**config.mk**
```make
export PLATFORM = sky130hd
export DESIGN_NAME = word_censor_replace_stream_core
export DESIGN_NICKNAME = d
export VERILOG_FILES = /design/src/hw/rtl/wcr_pkg.sv /design/src/hw/rtl/wcr_ram.sv /design/src/hw/rtl/wcr_dp.sv /design/src/hw/rtl/wcr_ctrl.sv /design/src/hw/rtl/word_censor_replace_stream_core.sv
export SDC_FILE = /design/constraint.sdc
export NUM_CORES = 1
export LEC_CHECK = 0
export BUFFER_PORTS_ARGS = -buffer_cell sky130_fd_sc_hd__buf_2
export CORE_ASPECT_RATIO = 1.25
export CORE_MARGIN = 2
export CORE_UTILIZATION = 30
export CTS_CLUSTER_DIAMETER = 60
export CTS_CLUSTER_SIZE = 10
export DETAILED_ROUTE_END_ITERATION = 7
export HOLD_SLACK_MARGIN = 0.12
export RECOVER_POWER = 25
export SLEW_MARGIN = 5
export SYNTH_ARGS = -nofsm -noshare
export SYNTH_HDL_FRONTEND = slang
export SYNTH_SLANG_ARGS = --single-unit
```
**constraint.sdc**
```tcl
create_clock -name i_clk -period 4 [get_ports i_clk]
set_input_delay 0.2 -clock i_clk [delete_from_list [all_inputs] [get_ports i_clk]]
set_output_delay 0.2 -clock i_clk [all_outputs]
set_load 0.01 [all_outputs]
```
**src/hw/rtl/wcr_pkg.sv**
```systemverilog
// wcr_pkg: types, constants and command/status structs of the word censor block
// used by wcr_ctrl, wcr_dp, the top level and the bench; depends on nothing
`default_nettype none
package wcr_pkg;

    localparam int RULE_COUNT = 4;
    localparam int WORD_MAX   = 16;
    localparam int REPL_MAX   = 16;
    localparam int SLOT       = 16;

    localparam int RULE_W = (RULE_COUNT > 1) ? $clog2(RULE_COUNT) : 1;
    localparam int SLOT_W = $clog2(SLOT);
    localparam int ADDR_W = RULE_W + SLOT_W;
    localparam int MEM_DEPTH = RULE_COUNT * SLOT;
    localparam int CNT_W = $clog2(WORD_MAX + 1);
    localparam int IDX_W = $clog2(WORD_MAX);
    localparam int LEN_CAP0 = (SLOT < REPL_MAX) ? SLOT : REPL_MAX;
    localparam int LEN_CAP  = (LEN_CAP0 < WORD_MAX) ? LEN_CAP0 : WORD_MAX;

    localparam logic [7:0] CH_STAR  = 8'h2A;
    localparam logic [7:0] CH_SPACE = 8'h20;
    localparam logic [7:0] CH_NL    = 8'h0A;

    localparam logic [1:0] OP_TEXT   = 2'd0;
    localparam logic [1:0] OP_PAT    = 2'd1;
    localparam logic [1:0] OP_REPL   = 2'd2;
    localparam logic [1:0] OP_HEADER = 2'd3;

    typedef struct packed {
        logic [1:0] operation;
        logic [7:0] char_in;
        logic [1:0] rule_index;
        logic [3:0] position;
        logic       rule_valid;
        logic       rule_mode;
        logic [4:0] pattern_length;
        logic [4:0] replacement_length;
    } t_in_item;

    typedef struct packed {
        logic [7:0] char_out;
        logic       last;
    } t_out_item;

    typedef struct packed {
        logic       valid;
        logic       mode;
        logic [4:0] plen;
        logic [4:0] rlen;
    } t_hdr;

    typedef enum logic [1:0] {
        SRC_BUF = 2'd0,
        SRC_CH  = 2'd1,
        SRC_SP  = 2'd2,
        SRC_NL  = 2'd3
    } t_src;

    typedef struct packed {
        logic accept;
        logic store;
        logic flush_set;
        logic rule_clr;
        logic rule_inc;
        logic idx_clr;
        logic idx_inc;
        logic rd_pat;
        logic rd_rep;
        logic mask;
        logic repl_len;
        logic copy_wr;
        logic clr_word;
        logic set_ovf;
        logic emit;
        t_src src;
        logic last;
    } t_cmd;

    typedef struct packed {
        logic is_load;
        logic is_delim;
        logic ovf;
        logic full;
        logic eligible;
        logic byte_eq;
        logic idx_pat_last;
        logic mode;
        logic repl_zero;
        logic idx_cnt_last;
        logic rule_last;
        logic idx_at_cnt;
        logic flush;
        logic nl;
        logic out_free;
    } t_status;

endpackage
`default_nettype wire

```
**src/hw/rtl/wcr_ram.sv**
```systemverilog
// wcr_ram: generic single write port ram with registered read
// no dependencies
`default_nettype none
module wcr_ram #(
    parameter int WIDTH = 8,
    parameter int DEPTH = 64
) (
    input  wire logic                     i_clk,
    input  wire logic                     i_we,
    input  wire logic [$clog2(DEPTH)-1:0] i_waddr,
    input  wire logic [WIDTH-1:0]         i_wdata,
    input  wire logic                     i_re,
    input  wire logic [$clog2(DEPTH)-1:0] i_raddr,
    output logic      [WIDTH-1:0]         o_rdata
);
    logic [WIDTH-1:0] r_mem [DEPTH];

    always_ff @(posedge i_clk) begin
        if (i_we) begin
            r_mem[i_waddr] <= i_wdata;
        end
        if (i_re) begin
            o_rdata <= r_mem[i_raddr];
        end
    end
endmodule
`default_nettype wire

```
**src/hw/rtl/wcr_dp.sv**
```systemverilog
// wcr_dp: datapath with rule tables, word buffer, counters and output register
// depends on wcr_pkg and wcr_ram
`default_nettype none
module wcr_dp (
    input  wire logic              i_clk,
    input  wire logic              i_rst_n,
    input  wire wcr_pkg::t_in_item i_in_item,
    input  wire logic              i_out_stall,
    input  wire wcr_pkg::t_cmd     i_cmd,
    output wcr_pkg::t_status       o_status,
    output logic                   o_out_valid,
    output wcr_pkg::t_out_item     o_out_item
);
    localparam int RW = wcr_pkg::RULE_W;
    localparam int AW = wcr_pkg::ADDR_W;
    localparam int CW = wcr_pkg::CNT_W;
    localparam int IW = wcr_pkg::IDX_W;

    wcr_pkg::t_hdr r_hdr [wcr_pkg::RULE_COUNT];
    logic [7:0]    r_buf [wcr_pkg::WORD_MAX];
    logic [CW-1:0] r_count;
    logic          r_ovf;
    logic          r_flush;
    logic [RW-1:0] r_rule;
    logic [CW-1:0] r_idx;
    logic [7:0]    r_ch;
    logic          r_nl;
    logic          r_oval;
    wcr_pkg::t_out_item r_oitem;

    logic [7:0]    pat_q;
    logic [7:0]    rep_q;
    logic          load_ok;
    logic          we_pat;
    logic          we_rep;
    logic [AW-1:0] waddr;
    logic [AW-1:0] raddr;
    wcr_pkg::t_hdr cur;
    logic [CW-1:0] rep_len;
    logic [7:0]    buf_rd;
    logic          out_free;
    logic [7:0]    n_char;

    assign load_ok = ({1'b0, i_in_item.rule_index} < 3'(wcr_pkg::RULE_COUNT));
    assign we_pat  = i_cmd.accept && load_ok && (i_in_item.operation == wcr_pkg::OP_PAT);
    assign we_rep  = i_cmd.accept && load_ok && (i_in_item.operation == wcr_pkg::OP_REPL);
    assign waddr   = {i_in_item.rule_index[RW-1:0], i_in_item.position[wcr_pkg::SLOT_W-1:0]};
    assign raddr   = {r_rule, r_idx[wcr_pkg::SLOT_W-1:0]};
    assign cur     = r_hdr[r_rule];
    assign rep_len = (int'(cur.rlen) > wcr_pkg::LEN_CAP) ? CW'(wcr_pkg::LEN_CAP)
                                                          : CW'(cur.rlen);
    assign buf_rd  = r_buf[r_idx[IW-1:0]];
    assign out_free = !r_oval || !i_out_stall;

    wcr_ram #(.WIDTH(8), .DEPTH(wcr_pkg::MEM_DEPTH)) u_pat (
        .i_clk  (i_clk),
        .i_we   (we_pat),
        .i_waddr(waddr),
        .i_wdata(i_in_item.char_in),
        .i_re   (i_cmd.rd_pat),
        .i_raddr(raddr),
        .o_rdata(pat_q)
    );

    wcr_ram #(.WIDTH(8), .DEPTH(wcr_pkg::MEM_DEPTH)) u_rep (
        .i_clk  (i_clk),
        .i_we   (we_rep),
        .i_waddr(waddr),
        .i_wdata(i_in_item.char_in),
        .i_re   (i_cmd.rd_rep),
        .i_raddr(raddr),
        .o_rdata(rep_q)
    );

    always_comb begin
        o_status.is_load  = (i_in_item.operation != wcr_pkg::OP_TEXT);
        o_status.is_delim = (i_in_item.char_in == wcr_pkg::CH_SPACE)
                         || (i_in_item.char_in == wcr_pkg::CH_NL);
        o_status.ovf      = r_ovf;
        o_status.full     = (int'(r_count) >= wcr_pkg::WORD_MAX);
        o_status.eligible = cur.valid && (cur.plen != 5'd0)
                         && (int'(cur.plen) <= wcr_pkg::SLOT)
                         && (int'(cur.plen) <= wcr_pkg::WORD_MAX)
                         && (int'(cur.plen) == int'(r_count));
        o_status.byte_eq      = (pat_q == buf_rd);
        o_status.idx_pat_last = (int'(r_idx) + 1 == int'(cur.plen));
        o_status.mode         = cur.mode;
        o_status.repl_zero    = (rep_len == '0);
        o_status.idx_cnt_last = (int'(r_idx) + 1 == int'(r_count));
        o_status.rule_last    = (int'(r_rule) == wcr_pkg::RULE_COUNT - 1);
        o_status.idx_at_cnt   = (r_idx == r_count);
        o_status.flush        = r_flush;
        o_status.nl           = r_nl;
        o_status.out_free     = out_free;
    end

    always_comb begin
        case (i_cmd.src)
            wcr_pkg::SRC_BUF: n_char = buf_rd;
            wcr_pkg::SRC_CH:  n_char = r_ch;
            wcr_pkg::SRC_SP:  n_char = wcr_pkg::CH_SPACE;
            wcr_pkg::SRC_NL:  n_char = wcr_pkg::CH_NL;
            default:          n_char = wcr_pkg::CH_SPACE;
        endcase
    end

    always_ff @(posedge i_clk) begin
        if (i_cmd.accept) begin
            r_ch <= i_in_item.char_in;
            r_nl <= (i_in_item.char_in == wcr_pkg::CH_NL);
        end
        if (i_cmd.store) begin
            r_buf[r_count[IW-1:0]] <= i_in_item.char_in;
        end
        if (i_cmd.mask) begin
            for (int k = 0; k < wcr_pkg::WORD_MAX; k++) begin
                r_buf[k] <= wcr_pkg::CH_STAR;
            end
        end
        if (i_cmd.copy_wr) begin
            r_buf[r_idx[IW-1:0]] <= rep_q;
        end
        if (i_cmd.emit) begin
            r_oitem.char_out <= n_char;
            r_oitem.last     <= i_cmd.last;
        end
    end

    always_ff @(posedge i_clk) begin
        if (!i_rst_n) begin
            for (int k = 0; k < wcr_pkg::RULE_COUNT; k++) begin
                r_hdr[k] <= '0;
            end
            r_count <= '0;
            r_ovf   <= 1'b0;
            r_flush <= 1'b0;
            r_rule  <= '0;
            r_idx   <= '0;
            r_oval  <= 1'b0;
        end else begin
            if (i_cmd.accept && load_ok && (i_in_item.operation == wcr_pkg::OP_HEADER)) begin
                r_hdr[i_in_item.rule_index[RW-1:0]] <= '{
                    valid: i_in_item.rule_valid,
                    mode:  i_in_item.rule_mode,
                    plen:  i_in_item.pattern_length,
                    rlen:  i_in_item.replacement_length
                };
            end
            if (i_cmd.store) begin
                r_count <= r_count + 1'b1;
            end
            if (i_cmd.repl_len) begin
                r_count <= rep_len;
            end
            if (i_cmd.clr_word) begin
                r_count <= '0;
                r_ovf   <= 1'b0;
                r_flush <= 1'b0;
            end
            if (i_cmd.set_ovf) begin
                r_count <= '0;
                r_ovf   <= 1'b1;
                r_flush <= 1'b0;
            end
            if (i_cmd.flush_set) begin
                r_flush <= 1'b1;
            end
            if (i_cmd.rule_clr) begin
                r_rule <= '0;
            end else if (i_cmd.rule_inc) begin
                r_rule <= r_rule + 1'b1;
            end
            if (i_cmd.idx_clr || i_cmd.repl_len) begin
                r_idx <= '0;
            end else if (i_cmd.idx_inc) begin
                r_idx <= r_idx + 1'b1;
            end
            if (i_cmd.emit) begin
                r_oval <= 1'b1;
            end else if (!i_out_stall) begin
                r_oval <= 1'b0;
            end
        end
    end

    assign o_out_valid = r_oval;
    assign o_out_item  = r_oitem;

`ifndef SYNTHESIS
    a_count_range: assert property (@(posedge i_clk) disable iff (!i_rst_n)
        int'(r_count) <= wcr_pkg::WORD_MAX)
        else $error("word count beyond buffer");
    a_ovf_empty: assert property (@(posedge i_clk) disable iff (!i_rst_n)
        r_ovf |-> (r_count == '0))
        else $error("overflow with buffered bytes");
    a_emit_free: assert property (@(posedge i_clk) disable iff (!i_rst_n)
        i_cmd.emit |-> out_free)
        else $error("emit into a held output item");
`endif
endmodule
`default_nettype wire

```
**src/hw/rtl/wcr_ctrl.sv**
```systemverilog
// wcr_ctrl: sequencer for rule matching, rewriting and byte output
// depends on wcr_pkg
`default_nettype none
module wcr_ctrl (
    input  wire logic             i_clk,
    input  wire logic             i_rst_n,
    input  wire logic             i_in_valid,
    input  wire wcr_pkg::t_status i_status,
    output logic                  o_in_stall,
    output wcr_pkg::t_cmd         o_cmd
);
    typedef enum logic [11:0] {
        S_IDLE  = 12'b000000000001,
        S_RULE  = 12'b000000000010,
        S_CRD   = 12'b000000000100,
        S_CCK   = 12'b000000001000,
        S_APPLY = 12'b000000010000,
        S_RRD   = 12'b000000100000,
        S_RWR   = 12'b000001000000,
        S_NEXT  = 12'b000010000000,
        S_EMBUF = 12'b000100000000,
        S_EMCH  = 12'b001000000000,
        S_EMSP  = 12'b010000000000,
        S_EMNL  = 12'b100000000000
    } t_state;

    t_state r_state;
    t_state n_state;

    assign o_in_stall = (r_state != S_IDLE);

    always_comb begin
        n_state = r_state;
        o_cmd   = '0;
        case (r_state)
            S_IDLE: begin
                if (i_in_valid) begin
                    o_cmd.accept = 1'b1;
                    if (!i_status.is_load) begin
                        if (i_status.is_delim) begin
                            if (i_status.ovf) begin
                                n_state = S_EMSP;
                            end else begin
                                o_cmd.rule_clr = 1'b1;
                                n_state = S_RULE;
                            end
                        end else if (i_status.ovf) begin
                            n_state = S_EMCH;
                        end else if (i_status.full) begin
                            o_cmd.idx_clr   = 1'b1;
                            o_cmd.flush_set = 1'b1;
                            n_state = S_EMBUF;
                        end else begin
                            o_cmd.store = 1'b1;
                        end
                    end
                end
            end
            S_RULE: begin
                if (i_status.eligible) begin
                    o_cmd.idx_clr = 1'b1;
                    n_state = S_CRD;
                end else begin
                    n_state = S_NEXT;
                end
            end
            S_CRD: begin
                o_cmd.rd_pat = 1'b1;
                n_state = S_CCK;
            end
            S_CCK: begin
                if (!i_status.byte_eq) begin
                    n_state = S_NEXT;
                end else if (i_status.idx_pat_last) begin
                    n_state = S_APPLY;
                end else begin
                    o_cmd.idx_inc = 1'b1;
                    n_state = S_CRD;
                end
            end
            S_APPLY: begin
                if (!i_status.mode) begin
                    o_cmd.mask = 1'b1;
                    n_state = S_NEXT;
                end else begin
                    o_cmd.repl_len = 1'b1;
                    n_state = i_status.repl_zero ? S_NEXT : S_RRD;
                end
            end
            S_RRD: begin
                o_cmd.rd_rep = 1'b1;
                n_state = S_RWR;
            end
            S_RWR: begin
                o_cmd.copy_wr = 1'b1;
                if (i_status.idx_cnt_last) begin
                    n_state = S_NEXT;
                end else begin
                    o_cmd.idx_inc = 1'b1;
                    n_state = S_RRD;
                end
            end
            S_NEXT: begin
                if (i_status.rule_last) begin
                    o_cmd.idx_clr = 1'b1;
                    n_state = S_EMBUF;
                end else begin
                    o_cmd.rule_inc = 1'b1;
                    n_state = S_RULE;
                end
            end
            S_EMBUF: begin
                if (i_status.idx_at_cnt) begin
                    if (i_status.flush) begin
                        o_cmd.set_ovf = 1'b1;
                        n_state = S_EMCH;
                    end else begin
                        n_state = S_EMSP;
                    end
                end else if (i_status.out_free) begin
                    o_cmd.emit    = 1'b1;
                    o_cmd.src     = wcr_pkg::SRC_BUF;
                    o_cmd.idx_inc = 1'b1;
                end
            end
            S_EMCH: begin
                if (i_status.out_free) begin
                    o_cmd.emit = 1'b1;
                    o_cmd.src  = wcr_pkg::SRC_CH;
                    o_cmd.last = 1'b1;
                    n_state = S_IDLE;
                end
            end
            S_EMSP: begin
                if (i_status.out_free) begin
                    o_cmd.emit     = 1'b1;
                    o_cmd.src      = wcr_pkg::SRC_SP;
                    o_cmd.last     = !i_status.nl;
                    o_cmd.clr_word = 1'b1;
                    n_state = i_status.nl ? S_EMNL : S_IDLE;
                end
            end
            S_EMNL: begin
                if (i_status.out_free) begin
                    o_cmd.emit = 1'b1;
                    o_cmd.src  = wcr_pkg::SRC_NL;
                    o_cmd.last = 1'b1;
                    n_state = S_IDLE;
                end
            end
            default: begin
                n_state = S_IDLE;
            end
        endcase
    end

    always_ff @(posedge i_clk) begin
        if (!i_rst_n) begin
            r_state <= S_IDLE;
        end else begin
            r_state <= n_state;
        end
    end

`ifndef SYNTHESIS
    a_emit_src: assert property (@(posedge i_clk) disable iff (!i_rst_n)
        (o_cmd.emit && o_cmd.src == wcr_pkg::SRC_BUF) |-> !o_cmd.last)
        else $error("word byte marked last");
    a_accept_idle: assert property (@(posedge i_clk) disable iff (!i_rst_n)
        o_cmd.accept |=> (r_state != S_IDLE) || !$past(o_cmd.emit))
        else $error("accept while emitting");
    a_one_cmd: assert property (@(posedge i_clk) disable iff (!i_rst_n)
        $onehot0({o_cmd.rd_pat, o_cmd.rd_rep, o_cmd.mask, o_cmd.copy_wr}))
        else $error("conflicting datapath commands");
`endif
endmodule
`default_nettype wire

```
**src/hw/rtl/word_censor_replace_stream_core.sv**
```systemverilog
// word_censor_replace_stream_core: top level of the word censor and replace block
// depends on wcr_pkg, wcr_ctrl, wcr_dp and wcr_ram
//
// input channel (i_in_valid / o_in_stall, payload i_in_item): text bytes and
// pattern, replacement and rule header loads; loads give no output item
// output channel (o_out_valid / i_out_stall, payload o_out_item): text bytes,
// last set on the final item caused by one input item
// one item is taken while the sequencer is idle; a text byte that is stored
// in the word produces nothing
// on a space or newline after a word that did not overflow, the sequencer
// visits each rule in turn: it checks the header, compares the pattern with
// the word byte by byte, then masks the word or sets its new length and copies
// the replacement bytes; then it emits the word bytes, a space and, for a
// newline, a newline too; the loops read each byte from the shared pattern or
// replacement memory, then compare it with or write it into the word buffer
// a stalled receiver holds the output register and the sequencer waits
// reset clears the rule headers (all rules disabled), the word and overflow
// state; pattern and replacement memories hold nothing until loaded
`default_nettype none
module word_censor_replace_stream_core (
    input  wire logic               i_clk,
    input  wire logic               i_rst_n,
    input  wire logic               i_in_valid,
    output logic                    o_in_stall,
    input  wire wcr_pkg::t_in_item  i_in_item,
    output logic                    o_out_valid,
    input  wire logic               i_out_stall,
    output wcr_pkg::t_out_item      o_out_item
);
    wcr_pkg::t_cmd    cmd;
    wcr_pkg::t_status status;

    wcr_ctrl u_ctrl (
        .i_clk     (i_clk),
        .i_rst_n   (i_rst_n),
        .i_in_valid(i_in_valid),
        .i_status  (status),
        .o_in_stall(o_in_stall),
        .o_cmd     (cmd)
    );

    wcr_dp u_dp (
        .i_clk      (i_clk),
        .i_rst_n    (i_rst_n),
        .i_in_item  (i_in_item),
        .i_out_stall(i_out_stall),
        .i_cmd      (cmd),
        .o_status   (status),
        .o_out_valid(o_out_valid),
        .o_out_item (o_out_item)
    );
endmodule
`default_nettype wire

```
==> summary.md, run 1 <==
| Metric | Value |
|---|---|
| Skew final | 29.8 ps |
| Worst-Margin Slew | 2990 ps |
| Cell Chain, Critical Path | dlygate4sd3_1 > clkbuf_1 > clkbuf_2 > nand2_1 > nand2_1 > buf_4 > mux2i_1 > nor2_1 |
| Async SR Flop Fraction | 0 |
| Final WL | 125,000 µm |
| Post-placement cell area | 54,900 µm² |
| Setup_tns | 0 ps |
| Met2 Track Usage GR | 0.253 |
| Critical path peak fanout | 130 |
| Share of cells above drive strength 1 | 0.268 |
| Number of port buffers | 42 |
| GR Util met3 | 0.0251 |
| I/O pins | 43 |
| R2R depth | 10 |
| First-pass GRT wire length | 184,000 µm |
| Largest net degree at the start of global routing | 131 |
| # resized after CTS | 0 |
| Initial antenna violation count | 6 |
| DP Cell Count | about 5k |
| Area contributors post-synth | edfxtp_1, mux4_2, dfxtp_1, mux2i_1, nor2_1 |
| CTS clk-pin slew, worst paths | approximately 60 ps |
| Unique cell type count in the Yosys netlist | 81 |
| Finished Layout Cells | between 5k and 6k |
| Nets@finish | 2,966 |
| Sw Share | 0.206 |
| Max Root-Sink Buffers | 3 |
| Post-route cell area | around 59,000 µm² |
| Hold Slack | 297 ps |
| Pwr/cell area | between 400 and 500 nW/µm² |
| Ys Warns | 0 |
| GR peak layer | met2 |
| Die Area | 174,000 µm² |
| Most frequent CP cell | nand2_1 |
| Initial Util | 0.302 |
| DRT Pass-1 Iters | 7 |
| Post-synthesis sequential area ratio | 0.713 |
| Worst slew margin | -0.991 |
| Critical path buffers and inverters | 4 |
| Number of synthesized flops with an enable pin | 1,106 |
| Die Width | 373 µm |
| Ys flop type | edfxtp_1 |
| Area growth, synth to finish | 15.8% |
| FMAX | roughly 280 MHz |
| Core area | ~170,000 µm² |
| CTS H-tree depth | 4 |
| Site row count | about 170 |
| CTS sink cnt | about 1.3k |
| Critical Path AT | 4210 ps |
| Global-route track usage on met1 | 0.180 |
| Total number of vias | 25.9k |
| Power Internal | 21,500 µW |
| FILL cells | 15.7k |
| Combinational Power Share | 0.030 |
| Critical path's largest stage delay | 2130 ps |
| CTS tree | done |
| DRC Markers | 0 |
| Hold Path Stages | 4 |
| Slew Viols, Final | 464 |
| Tcrit/Tclk final | 0.885 |
| Root Buffer | clkbuf_16 |
| Maximum vdd drop | 0.402 mV |
| TritonCTS buffer count | 146 |
| Max-cap viol count | 6 |
| Minimum clock period | 3540 ps |
| Routability cong. | just over 0.8 |
| Clock share of power | 0.434 |
| RSZ-0062 raised after global routing | no |
| Vias in the first global route | 26.6k |
| Synthesized area | 51,100 µm² |
| GRT Residual Overflow | 0 |
| CP Data Required Time | 4670 ps |
| CP top delay family | buffers and inverters |
| Post-CTS Setup Inserts | 0 |
| Crit start category | primary input |
| CP max stage cell | clkbuf_2 |
| Worst-Skew Late Latency | 760 ps |
| Critical path depth | 8 |
| Syn Nets | 2,735 |
| Leakage | 0.0191 µW |
| All-layer global routing usage | 0.143 |
| Routed len/inst | 24.0 µm |
| Final setup violation count | 0 |
| Post-route ant nets | 0 |
| Post-DR vias/cell | 4.97 |
| Half-perimeter wire length after placement | 80,400 µm |
| Synth top area share | 0.650 |
| CP endpoint kind | flop |
| Failing checks | max-capacitance violations, max-slew violations |
| #FFs+latches synth | about 1.3k |
| Post-synthesis cell count | around 2.7k |
| Min-Delay Path Class | primary input to flop |
| DRT iter0 DRCs | 2,436 |
| Switching power | 5600 µW |
| Setup CP Type | primary input to flop |
| Result of the run | finished, violations left |
| Post-synth top area cell | edfxtp_1 |
| Die height | 465 µm |
| Final Hold Vio Count | 0 |
| Avg Cell Area, Syn | 18.9 µm² |
| Sequential power share | 0.536 |
cells by family after synthesis:
family / after synthesis / synth area share
AOI/OAI and AO/OA: 124 / 0.0177
xor gates and xnor gates: 32 / 0.00576
adders and majority gates: 3 / 0.000735
buffers and inverters: 179 / 0.0155
DFF: 1267 / 0.713
muxes: 507 / 0.191
and+or+nand+nor: 588 / 0.0559
synthesized netlist by cell type, types with 9 or more instances:
master    number
a21oi_1       19
and2_1        30
and3_1        29
buf_1         44
buf_2         23
buf_6          9
clkbuf_1      86
dfxtp_1      161
edfxtp_1    1106
inv_1         12
mux2_2        12
mux2i_1      124
mux4_1        10
mux4_2       359
nand2_1      127
nand3_1       27
nand3b_1       9
nor2_1       259
nor2b_1       11
nor3_1        16
nor4_1        11
o211ai_1      29
o21ai_0       25
or3_1         12
xnor2_1       22
xor2_1         9
flip-flops by register name, indices dropped and copies added (netlist names), 2 cells and up, named ones only:
name and flops:
u_dp.o_out_item 9, u_dp.r_ch 8, u_dp.u_pat.r_mem 512, u_dp.u_rep.r_mem 512
u_dp.r_hdr 48, u_dp.r_buf 128, u_dp.r_count 5, u_dp.r_rule 2
u_dp.u_rep.o_rdata 8, u_ctrl.r_state 12, u_dp.r_idx 5, u_dp.u_pat.o_rdata 8
worst reg2reg max path: stages, from the launching register on:
cell     delay [ps]
dfxtp_1         430
nor4_1          420
nand3_1         200
nor2b_4         200
inv_2            80
or4_1           710
nor4_4          290
a31oi_4         150
nor2b_2         570
mux2i_1         270
nand2_1          70
layout make-up:
type | count | area (µm²) | area share
antenna | 2 | 5.00 | 0.0000846
clock inverter | 14 | 191 | 0.00324
tap | 2223 | 2780 | 0.0470
sequential | 1267 | 36400 | 0.616
timing repair buffer | 249 | 1960 | 0.0331
inverter | 13 | 51.3 | 0.000867
clock buffer | 180 | 3850 | 0.0652
multi-input combinational | 1254 | 13900 | 0.234
repair_timing:
item                                    CTS  global route
hold buffers                             25             1
hold endpoints to repair                182            12
endpoints found under the setup margin    0             0
per-layer routing:
metal  vias up  routed length, µm
met3       164               6110
met4         4               2610
met1     13700              50700
met5         -                 20
met2       718              65400
li1      11300                  -
cell usage in the layout, fill, tap and decap left out, types with 4 or more instances in the layout:
cell type	n
edfxtp_1	1106
mux4_2	359
nor2_1	259
buf_4	165
dfxtp_1	157
clkbuf_16	149
nand2_1	127
mux2i_1	124
clkbuf_1	39
buf_2	34
and2_1	30
and3_1	29
o211ai_1	29
nand3_1	27
dlygate4sd3_1	26
o21ai_0	24
xnor2_1	22
a21oi_1	19
nor3_1	16
or3_1	12
mux2_2	12
buf_12	12
inv_1	11
nor2b_1	10
mux4_1	10
xor2_1	9
nand3b_1	9
nor4_1	9
inv_6	7
nand4_1	6
nand2b_1	6
o22ai_1	6
a22oi_1	6
a22o_1	6
or4_1	4
or3b_2	4
power by group through the flow:
| stage | Sequential [µW] | Clock [µW] | Combinational, µW |
|---|---|---|---|
| floorplan | 14800 | 0 | 376 |
| global placement | 14800 | 0 | 788 |
| detailed placement | 14800 | 0 | 806 |
| CTS | 14500 | 12000 | 830 |
| global route | 14500 | 12500 | 885 |
| finish | 14500 | 11800 | 816 |
per-stage QoR:
| stage | total power [µW] | setup slack [ps] | util |
|---|---|---|---|
| 2_1_floorplan | 15200 | 863 | - |
| 6_report | 27100 | 459 | 0.349 |
| 3_5_place_dp | 15600 | 552 | 0.324 |
| 4_1_cts | 27400 | 535 | 0.350 |
| 3_3_place_gp | 15600 | 620 | 0.324 |
| 5_1_grt | 28000 | 237 | 0.349 |
final timing paths:
path,startpoint,to,slack [ps]
worst max-delay path,i_in_item[24],u_dp.r_buf[5][6]$_SDFFE_PP0P_,460
worst min-delay path,i_in_item[17],u_dp.r_hdr[3][1]$_DFFE_PP_,300
worst max register to register,u_ctrl.r_state[8]$_SDFFE_PN0P_,u_dp.r_buf[15][3]$_SDFFE_PP1P_,490
worst min register to register,u_dp.r_buf[0][1]$_SDFFE_PP1P_,u_dp.r_buf[0][1]$_SDFFE_PP1P_,480
Power figures use the tool's default switching activity.
==> run 2, diff against run 1 <==
Clock period 4 ns to 2.91 ns, I/O delays scaled along.
==> run 2 against run 1 <==
The flow finishes with violations (max-capacitance violations, max-slew violations, negative setup slack); combinational power rose by 54%; final cell count rose by 4.2%; wire length up 3.6%; sequential power up 38%; first-iteration DRC count shrank 12%; die area stayed put; critical path type is now flop to flop; largest cell class unchanged; highest routed layer is now met4.
==> summary.md, run 2 (synthesis results as in run 1) <==
| Metric | Value |
|---|---|
| Result of the run | finished, violations left (unchanged) |
| Failing checks | max-capacitance violations, max-slew violations, negative setup slack (was max-capacitance violations, max-slew violations) |
| Top flop regs | u_dp.u_pat.r_mem x512, u_dp.u_rep.r_mem x512, u_dp.r_buf x128 (unchanged) |
| Final worst setup slack | -10.9 ps (was 459 ps) |
| Setup CP Type | flop to flop (was primary input to flop) |
| Die height | 465 µm (unchanged) |
| GRT Residual Overflow | 0 (unchanged) |
| Half-perimeter wire length after placement | 84,600 µm (was 80,400 µm) |
| DRT iter0 DRCs | 2,141 (was 2,436) |
| CP top delay family | multiplexers (was buffers and inverters) |
| Nets@finish | 3,189 (was 2,966) |
| Initial Util | 0.302 (unchanged) |
| Critical path peak fanout | 6 (was 130) |
| Critical path's largest stage delay | 560 ps (was 2130 ps) |
| Min-Delay Path Class | primary input to flop (unchanged) |
| Met1 WL | 52,200 µm (was 50,700 µm) |
| First-pass GRT wire length | 189,000 µm (was 184,000 µm) |
| Met2 WL post-DR | 68,000 µm (was 65,400 µm) |
| Leakage | 0.0204 µW (was 0.0191 µW) |
| TritonCTS buffer count | 146 (unchanged) |
| Area growth, synth to finish | 20.4% (was 15.8%) |
| I/O pins | 43 (unchanged) |
| Sw Share | 0.207 (was 0.206) |
| Skew final | 25.7 ps (was 29.8 ps) |
| Share of cells above drive strength 1 | 0.328 (was 0.268) |
| Total number of vias | 26.9k (was 25.9k) |
| Hold Path Stages | 4 (unchanged) |
| Die Area | 174,000 µm² (unchanged) |
| Maximum vdd drop | 0.364 mV (was 0.402 mV) |
| Critical path buffers and inverters | 3 (was 4) |
| Die Width | 373 µm (unchanged) |
| Most common cell after layout, fill and taps aside | edfxtp_1 (unchanged) |
| All-layer global routing usage | 0.147 (was 0.143) |
| Worst slew margin | -0.351 (was -0.991) |
| Largest net degree at the start of global routing | 132 (was 131) |
| Routability cong. | 0.843 (was 0.818) |
| CTS clk-pin slew, worst paths | 60 ps (about the same) |
| Clock share of power | 0.433 (was 0.434) |
| Most frequent cells in the layout | edfxtp_1, mux4_2, buf_4 (was edfxtp_1, mux4_2, nor2_1) |
| Final Hold Vio Count | 0 (unchanged) |
| Critical Path AT | 3610 ps (was 4210 ps) |
| CTS sink cnt | 1,267 (unchanged) |
| DRT Pass-1 Iters | 7 (unchanged) |
| Max Root-Sink Buffers | 3 (unchanged) |
| Post-route ant nets | 0 (unchanged) |
| Setup_tns | -19.8 ps (was 0 ps) |
| Vias in the first global route | 27.9k (was 26.6k) |
| Post-DR vias/cell | 4.95 (was 4.97) |
| Final setup violation count | 3 (was 0) |
| DRC Markers | 0 (unchanged) |
| Pwr/cell area | 609 nW/µm² (was 459 nW/µm²) |
| CP max stage cell | mux4_2 (was clkbuf_2) |
| Core area | 169,000 µm² (unchanged) |
| Initial antenna violation count | 3 (was 6) |
| CP Data Required Time | 3600 ps (was 4670 ps) |
| Tcrit/Tclk final | 1.00 |
| Number of port buffers | 42 (unchanged) |
| RSZ-0062 raised after global routing | yes (was no) |
| Worst-Skew Late Latency | 760 ps (about the same) |
| Max-cap viol count | 5 (was 6) |
| Critical path depth | 10 (was 8) |
| Antenna diode instance count | 0 (was 2) |
| Tot Pwr | 37,500 µW (was 27,100 µW) |
| Switching power | 7760 µW (was 5600 µW) |
| CP endpoint kind | flop (unchanged) |
| Metal3 WL | 6230 µm (was 6110 µm) |
| Worst-Margin Slew | 2030 ps (was 2990 ps) |
| Hold Slack | 169 ps (was 297 ps) |
| FMAX | 342 MHz |
| Final WL | 129,000 µm (was 125,000 µm) |
| Cell Chain, Critical Path | buf_12 > buf_4 > mux4_2 > mux4_2 > xnor2_1 > nor4b_2 > buf_4 > and4b_2 > or4_4 > nand2_1 (was dlygate4sd3_1 > clkbuf_1 > clkbuf_2 > nand2_1 > nand2_1 > buf_4 > mux2i_1 > nor2_1) |
| CTS H-tree depth | 4 (unchanged) |
| Util after Layout | 0.363 (was 0.349) |
| Power Internal | 29,700 µW (was 21,500 µW) |
| Minimum clock period | 2920 ps |
| Combinational Power Share | 0.034 (was 0.030) |
| CTS tree | done (unchanged) |
| R2R depth | 10 (unchanged) |
| Top Layer Used | met4 (was met5) |
| Root Buffer | clkbuf_16 (unchanged) |
| Slew Viols, Final | 320 (was 464) |
| Sequential power share | 0.534 (was 0.536) |
| Routed len/inst | 23.8 µm (was 24.0 µm) |
| Crit start category | flop (was primary input) |
| Placement Setup Slack | -103 ps (was 552 ps) |
| Site row count | 169 (unchanged) |
## run 2: changes by cell type in the layout (fill, tap and decap cells not counted), sizes merged
cell,delta
buf,+222
bufinv,+1
clkinv,+5
clkinvlp,+1
diode,-2
dlygate4sd3,-1
inv,-6
## run 2: worst paths after layout
check | from | to | slack, ps
max | flop | u_dp.r_idx[0]$_SDFFE_PP0P_ | -10
min | i_in_item[17] | u_dp.u_rep.r_mem[61][6]$_DFFE_PP_ | 170
max reg2reg | flop | u_dp.r_idx[0]$_SDFFE_PP0P_ | -10
min reg2reg | u_dp.r_buf[0][3]$_SDFFE_PP1P_ | u_dp.r_buf[0][3]$_SDFFE_PP1P_ | 470
## run 2: area by class of cell
| class | count | area (µm²) |
|---|---|---|
| clock buffer | 178 | 3830 |
| clock inverter | 15 | 230 |
| fill | 15500 | 108000 |
| timing repair buffer | 472 | 4110 |
| multi-input combinational | 1254 | 14000 |
| inverter | 13 | 51.3 |
| sequential | 1267 | 36500 |
| tap | 2223 | 2780 |
## run 2: power by group through the flow
| stage | registers (µW) | clock network [µW] | logic [µW] |
|---|---|---|---|
| floorplan | 20300 | 0 | 518 |
| global placement | 20300 | 0 | 1200 |
| detailed placement | 20400 | 0 | 1220 |
| CTS | 20000 | 16600 | 1270 |
| global route | 20000 | 17200 | 1360 |
| finish | 20000 | 16200 | 1260 |
## run 2: metrics by stage
stage / area [µm²] / std cells
2_1_floorplan: 51100 / 2700
3_3_place_gp: 56900 / 5184
3_5_place_dp: 56900 / 5184
4_1_cts: 61300 / 5411
5_1_grt: 61500 / 5422
6_report: 61500 / 5422
## run 2: metal layers
metal / track usage / up-vias
met2: 0.264 / 758
li1: - / 11700
met3: 0.0226 / 181
met5: 0 / -
met1: 0.184 / 14200
met4: 0.0415 / 0
## run 2: what timing repair did
action                                 in CTS  in global routing
hold buffers                               25                  0
endpoints found under the hold margin     429                  0
setup endpoints to repair                 217                309
setup buffers                               9                 12
pin swaps                                   7                 18
resized for setup                          12                 33
## run 2: worst min-delay path, cell delays in order
cell     delay (ps)
buf_2           220
nand3_4         160
nor2_2           50
buf_4           140
